### src/hw/rtl/prla_pkg.sv
// shared types, commands and defaults of the packed rgb lane alu
`default_nettype none

package prla_pkg;

    localparam int LANE_BITS_DEF = 10;
    localparam int FRAC_BITS_DEF = 8;

    // pack saturates any lane at or above this value
    localparam int CLAMP_LIMIT = 256;
    localparam logic [7:0] BYTE_MAX = 8'hff;

    typedef logic [2:0] t_cmd;

    localparam t_cmd CMD_UNPACK = 3'd0;
    localparam t_cmd CMD_PACK   = 3'd1;
    localparam t_cmd CMD_BCAST  = 3'd2;
    localparam t_cmd CMD_ADDI   = 3'd3;
    localparam t_cmd CMD_ADD    = 3'd4;
    localparam t_cmd CMD_SUB    = 3'd5;
    localparam t_cmd CMD_MUL    = 3'd6;

    typedef enum logic [1:0] {
        LOP_ADD,
        LOP_SUB,
        LOP_ADDI,
        LOP_MUL
    } t_lane_op;

    typedef struct packed {
        logic     adv;
        t_lane_op op;
    } t_lane_ctl;

endpackage

`default_nettype wire

### src/hw/rtl/packed_rgb_lane_alu.sv
// packed rgb lane alu: four-stage pipeline over three packed color lanes
//
//   channel  valid     ready     payload
//   in       i_valid   o_ready   i_cmd i_operand_a i_operand_b i_immediate i_alpha_in
//   out      o_valid   i_ready   o_result
//
// one transfer in per cycle unless a stalled output holds the pipeline
// stages: input register, lane multiply or add, rounding and lane select, output mux
// the lane multiplier stage sets the clock; the other stages hold lighter logic
// reset clears the stage valid bits only; payload registers carry no reset
// a stalled output holds the whole pipeline; o_ready falls only while o_valid waits
`default_nettype none

module packed_rgb_lane_alu #(
    parameter int LANE_BITS = prla_pkg::LANE_BITS_DEF,
    parameter int FRAC_BITS = prla_pkg::FRAC_BITS_DEF
) (
    input  wire                  i_clk,
    input  wire                  i_rst_n,
    input  wire                  i_valid,
    output logic                 o_ready,
    input  wire prla_pkg::t_cmd  i_cmd,
    input  wire [31:0]           i_operand_a,
    input  wire [29:0]           i_operand_b,
    input  wire signed [11:0]    i_immediate,
    input  wire [7:0]            i_alpha_in,
    output logic                 o_valid,
    input  wire                  i_ready,
    output logic [31:0]          o_result
);
    import prla_pkg::*;

    localparam int XW = 3 * LANE_BITS + 32;

    logic                 w_adv;
    logic                 r1_v, r2_v, r3_v, r4_v;
    t_cmd                 r1_cmd, r2_cmd, r3_cmd;
    logic [31:0]          r1_a;
    logic [29:0]          r1_b;
    logic [11:0]          r1_imm;
    logic [7:0]           r1_alpha;
    logic [31:0]          r2_word, r3_word, r4_result;
    logic [31:0]          n_word, n_result;
    logic [XW-1:0]        w_a_ext, w_b_ext, w_lanes_ext, w_spread;
    logic [31:0]          w_imm_ext;
    logic [7:0]           w_clamp [3];
    logic [LANE_BITS-1:0] w_lane [3];
    t_lane_ctl            w_ctl;

    assign w_adv   = !r4_v || i_ready;
    assign o_ready = w_adv;
    assign o_valid = r4_v;
    assign o_result = r4_result;

    // valid bits travel with the data
    always_ff @(posedge i_clk) begin
        if (!i_rst_n) begin
            r1_v <= 1'b0;
            r2_v <= 1'b0;
            r3_v <= 1'b0;
            r4_v <= 1'b0;
        end else if (w_adv) begin
            r1_v <= i_valid;
            r2_v <= r1_v;
            r3_v <= r2_v;
            r4_v <= r3_v;
        end
    end

    always_ff @(posedge i_clk) begin
        if (w_adv) begin
            r1_cmd   <= i_cmd;
            r1_a     <= i_operand_a;
            r1_b     <= i_operand_b;
            r1_imm   <= i_immediate;
            r1_alpha <= i_alpha_in;
        end
    end

    // operand a and b bits above their own width read as zero; the immediate is sign-extended
    assign w_a_ext   = {{(XW-32){1'b0}}, r1_a};
    assign w_b_ext   = {{(XW-30){1'b0}}, r1_b};
    assign w_imm_ext = {{20{r1_imm[11]}}, r1_imm};

    always_comb begin
        case (r1_cmd)
            CMD_ADD:  w_ctl.op = LOP_ADD;
            CMD_SUB:  w_ctl.op = LOP_SUB;
            CMD_ADDI: w_ctl.op = LOP_ADDI;
            CMD_MUL:  w_ctl.op = LOP_MUL;
            default:  w_ctl.op = LOP_ADD;
        endcase
        w_ctl.adv = w_adv;
    end

    for (genvar k = 0; k < 3; k++) begin : g_lane
        prla_lane #(
            .LANE_BITS (LANE_BITS),
            .FRAC_BITS (FRAC_BITS)
        ) u_lane (
            .i_clk  (i_clk),
            .i_ctl  (w_ctl),
            .i_a    (w_a_ext[k*LANE_BITS +: LANE_BITS]),
            .i_b    (w_b_ext[k*LANE_BITS +: LANE_BITS]),
            .i_imm  (w_imm_ext[LANE_BITS-1:0]),
            .o_lane (w_lane[k])
        );
    end

    // non-arithmetic results: unpack, pack, broadcast
    always_comb begin
        w_spread = '0;
        for (int k = 0; k < 3; k++) begin
            if (w_a_ext[k*LANE_BITS +: LANE_BITS] >= LANE_BITS'(CLAMP_LIMIT)) begin
                w_clamp[k] = BYTE_MAX;
            end else begin
                w_clamp[k] = w_a_ext[k*LANE_BITS +: 8];
            end
            if (r1_cmd == CMD_UNPACK) begin
                w_spread[k*LANE_BITS +: LANE_BITS] =
                    {{(LANE_BITS-8){1'b0}}, r1_a[k*8 +: 8]};
            end else begin
                w_spread[k*LANE_BITS +: LANE_BITS] = r1_a[LANE_BITS-1:0];
            end
        end
        case (r1_cmd)
            CMD_UNPACK, CMD_BCAST: n_word = w_spread[31:0];
            CMD_PACK:              n_word = {r1_alpha, w_clamp[2], w_clamp[1], w_clamp[0]};
            default:               n_word = '0;
        endcase
    end

    always_ff @(posedge i_clk) begin
        if (w_adv) begin
            r2_cmd  <= r1_cmd;
            r2_word <= n_word;
            r3_cmd  <= r2_cmd;
            r3_word <= r2_word;
        end
    end

    always_comb begin
        w_lanes_ext = '0;
        for (int k = 0; k < 3; k++) begin
            w_lanes_ext[k*LANE_BITS +: LANE_BITS] = w_lane[k];
        end
        case (r3_cmd)
            CMD_ADDI, CMD_ADD, CMD_SUB, CMD_MUL: n_result = w_lanes_ext[31:0];
            default:                             n_result = r3_word;
        endcase
    end

    always_ff @(posedge i_clk) begin
        if (w_adv) begin
            r4_result <= n_result;
        end
    end

endmodule

`default_nettype wire

### src/hw/rtl/prla_lane.sv
// one lane datapath: product or add/sub stage, then rounding and select stage
`default_nettype none

module prla_lane #(
    parameter int LANE_BITS = prla_pkg::LANE_BITS_DEF,
    parameter int FRAC_BITS = prla_pkg::FRAC_BITS_DEF
) (
    input  wire                      i_clk,
    input  wire prla_pkg::t_lane_ctl i_ctl,
    input  wire [LANE_BITS-1:0]      i_a,
    input  wire [LANE_BITS-1:0]      i_b,
    input  wire [LANE_BITS-1:0]      i_imm,
    output logic [LANE_BITS-1:0]     o_lane
);
    import prla_pkg::*;

    logic [2*LANE_BITS-1:0] r_prod;
    logic [LANE_BITS-1:0]   r_sum;
    t_lane_op               r_op;
    logic [LANE_BITS-1:0]   n_sum;
    logic [LANE_BITS-1:0]   w_round;

    always_comb begin
        case (i_ctl.op)
            LOP_SUB:  n_sum = i_a - i_b;
            LOP_ADDI: n_sum = i_a + i_imm;
            default:  n_sum = i_a + i_b;
        endcase
    end

    always_ff @(posedge i_clk) begin
        if (i_ctl.adv) begin
            r_prod <= (2*LANE_BITS)'(i_a) * (2*LANE_BITS)'(i_b);
            r_sum  <= n_sum;
            r_op   <= i_ctl.op;
        end
    end

    // round half up on the dropped fraction, wrap to lane width
    assign w_round = r_prod[FRAC_BITS+LANE_BITS-1:FRAC_BITS]
                   + LANE_BITS'(r_prod[FRAC_BITS-1]);

    always_ff @(posedge i_clk) begin
        if (i_ctl.adv) begin
            o_lane <= (r_op == LOP_MUL) ? w_round : r_sum;
        end
    end

endmodule

`default_nettype wire

### config.mk
export PLATFORM = sky130hd
export DESIGN_NAME = packed_rgb_lane_alu
export DESIGN_NICKNAME = d
export VERILOG_FILES = /design/src/hw/rtl/prla_pkg.sv /design/src/hw/rtl/packed_rgb_lane_alu.sv /design/src/hw/rtl/prla_lane.sv
export SDC_FILE = /design/constraint.sdc
export NUM_CORES = 1
export LEC_CHECK = 0
export BUFFER_PORTS_ARGS = -buffer_cell sky130_fd_sc_hd__buf_4
export CAP_MARGIN = 40
export CORE_MARGIN = 1
export CORE_UTILIZATION = 50
export DETAILED_ROUTE_END_ITERATION = 12
export GPL_TIMING_DRIVEN = 0
export PLACE_DENSITY_LB_ADDON = 0.3
export SLEW_MARGIN = 20
export SYNTH_ARGS = -nofsm -noshare
export SYNTH_HDL_FRONTEND = slang
export SYNTH_SLANG_ARGS = --single-unit
### constraint.sdc
create_clock -name i_clk -period 10.45 [get_ports i_clk]
set_input_delay 0.5225 -clock i_clk [delete_from_list [all_inputs] [get_ports i_clk]]
set_output_delay 0.5225 -clock i_clk [all_outputs]
set_load 0.01 [all_outputs]
==> results.md <==
* Outcome: finished with violations
* Failing checks: design-rule violations
* Peak VDD IR at between 0.1 and 0.15 mV
* Sequential power share at 32.8%
* Final setup margin at 4.00 ns
* Top post-synthesis cells by count: edfxtp_1, inv_1, nand2_1
* Share of the synthesized area in the top cell type at 39.9%
* Place WS at 4.14 ns
* Worst Hold Class: input port to flop
* Number of nets in the final layout at 2,464
* Fin crit share at 61.7%
* Critical Path Source Type: flop
* RSZ-0062 raised after global routing: false
* Leakage at 10.6 nW
* Die ar. at 0.0426 sq mm
* Initial Util at 51.0%
* Top post-synthesis cells by area: edfxtp_1, fa_1, ha_1
* Initial antenna violation count at 1
* Core ar. at between 0.04 and 0.05 sq mm
* Row Count at 74
* TritonCTS Buffers at 34
* Total routed wirelength at between 50 and 60 mm
* Setup Skew at approximately 0.021 ns
* CTS tree: yes
* P per Cell Area at 229 mW/mm^2
* Final std cells w/o fill at 2,577
* DR pass1 iterations at 10
* Final GP Congestion at 0.948
* Cell count after synthesis at 1,863
* Hold WS at 0.152 ns
* Vias in the first global route at 14,700
* IO Port Bufs at 118
* Worst-path clk slew at 0.06 ns
* Ports at 123
* Worst EP required at 10.71 ns
* Die width at slightly above 200 um
* Post-CTS Repair Setup Buffers at 0
* Die H at 206 um
* Netlist cell types at 57
* Clock Tree Root: clkbuf_16
* Vias per cell at 5.58
* Final ANT Viol Nets at 0
* DRC at 11
* Max_cap viols at 0
* Layout cells sized above 1 at 9.44%
* Pin slew with the least headroom to its limit at approximately 0.76 ns
* Slew headroom at 49.4%
* Final setup violation count at 0
* Final Hold Vio Count at 0
* CP Data Arrival Time at 6.71 ns
* Pin count of the biggest net entering global routing at 59
* DR iter-0 viols at between 1,000 and 1,500
* CTS Buffer Depth at 3
* Wire per inst at 19.4 um
* Net Sw Frac at 37.4%
* Synthesized area at 0.0209 sq mm
* Post-synth EDFFs at roughly 280
* Overall Global Routing Usage at 24.6%
* Clock share of power at 20.2%
* Area Growth Syn to Fin at 13.0%
* Yosys warning count at 0
* Leading area contributor after synthesis: edfxtp_1
* Pint at 0.00339 W
* Post-Place Cells at 2,518
* Hpwl dp at roughly 39 mm
* Top-count cell post-synth: edfxtp_1
* ANT cells at 0
* Dominant synthesized flop cell: edfxtp_1
* Non-Filler Cell Area, Final at 0.0236 sq mm
* Count of pins over their slew limit at 0
* DR vias at 14,400
* Peak fanout along the critical path at 10
* PostCTS Resize Cnt at 0
* Period minus WS final at 6.45 ns
* Clk sinks at about 280
* Placed cell area at 0.0226 sq mm
* Hold buffer count at cts at 0
* H-tree Lvls at 2
* Fmax at 155 MHz
* Gate power share at 47.0%
* Register area share after synthesis at 40.3%
* Gr ovfl total at 0
* R2R Setup Slk at between 3 and 4 ns
* Ys async rst share at 0%
* Filler instances at roughly 3,400
* Synthesized net count at 2,305
* Syn_area_per_cell at 11.2 sq um
* Clk_lat worst skew at 0.55 ns
* Switching power of the nets at between 0.002 and 0.0025 W
* Setup Crit Path Kind: flop to flop
* Critical Path Sink Type: flop
* Synthesized flop and latch total at approximately 280
* First-pass GRT wire length at 78.8 mm
## worst max-delay path, stage by stage, from the launching register on
cell	delay, ns
edfxtp_1	0.51
clkbuf_1	0.58
nand2_1	0.17
fa_1	0.56
inv_1	0.05
fa_1	0.49
inv_1	0.05
fa_1	0.47
fa_1	0.55
inv_1	0.06
fa_1	0.48
ha_1	0.24
or3_1	0.37
a311oi_1	0.54
o31ai_1	0.26
a21oi_1	0.27
o21bai_1	0.10
xnor2_1	0.42
## sequential cells by signal, indices dropped and copies added, names as in the netlist, 10 cells and up
signal / cells
r1_a: 30
g_lane.u_lane.r_sum: 30
r1_imm: 10
r1_b: 30
g_lane.u_lane.o_lane: 30
o_result: 32
r3_word: 32
g_lane.u_lane.r_prod: 33
r2_word: 32
## cell families (layout without fill, tap and decap cells)
logic type,after synthesis,count (layout),share of synthesized area [%]
fa+ha+maj,353,353,27.7
mux,45,45,2.39
compound gates,238,238,7.03
buf+inv,319,501,5.74
simple gates,525,525,12.6
flops,282,282,40.3
xor+xnor,101,101,4.23
## layer usage
| metal | vias up | part of all wire (%) | global-route usage [%] |
|---|---|---|---|
| met4 | 2 | 3.2 | 9.56 |
| li1 | 6565 | - | - |
| met3 | 112 | 8.8 | 4.19 |
| met5 | - | 0.022 | 0 |
| met1 | 7043 | 43 | 33.4 |
| met2 | 661 | 45 | 39.3 |
## power by group through the flow
stage	sequential (W)	combinational, W	clock (W)
2_1_floorplan	0.00177	0.00183	0
3_3_place_gp	0.00179	0.00243	0
3_5_place_dp	0.00180	0.00250	0
4_1_cts	0.00177	0.00253	0.00112
5_1_grt	0.00180	0.00288	0.00116
6_report	0.00177	0.00254	0.00109
## layout by cell type, fill, tap and decap left out, drive strengths merged, types with 11 or more instances in the layout
master,Yosys,final
a21o,16,16
a21oi,85,85
and2,175,175
buf,7,130
clkbuf,84,122
clkinv,0,15
edfxtp,278,278
fa,183,183
ha,170,170
inv,228,229
mux2,37,37
nand2,189,189
nand3,33,33
nor2,65,65
nor2b,11,11
nor3,17,17
o21a,16,16
o21ai,49,49
o22ai,18,18
o31a,13,13
xnor2,65,65
xor2,36,36
## stage by stage
step	util (%)	total power, W	TNS (ns)
detailed placement	55.1	0.00430	0
global route	57.6	0.00583	0
global placement	54.7	0.00422	-394.08
floorplan	-	0.00360	0
CTS	57.6	0.00542	0
finish	57.6	0.00540	0
## cell type report
| class | instances | area, sq um | area share, % |
|---|---|---|---|
| Tap cell | 532 | 666 | 2.82 |
| Buffer | 91 | 347 | 1.47 |
| Inverter | 228 | 856 | 3.62 |
| Clock buffer | 38 | 887 | 3.76 |
| Sequential cell | 282 | 8430 | 35.7 |
| Clock inverter | 21 | 144 | 0.609 |
| Multi-Input combinational cell | 1262 | 11300 | 47.7 |
| Timing Repair Buffer | 123 | 1020 | 4.30 |
## path summary, 6_finish.rpt
path	cells after the start	startpoint	to
max	17	r1_a[16]	g_lane[1].u_lane.r_prod[17]
min	1	i_operand_a[12]	r1_a[12]
max reg2reg	17	r1_a[16]	g_lane[1].u_lane.r_prod[17]
min reg2reg	0	r2_word[22]	r3_word[22]
(Power assumes the default switching activity.)
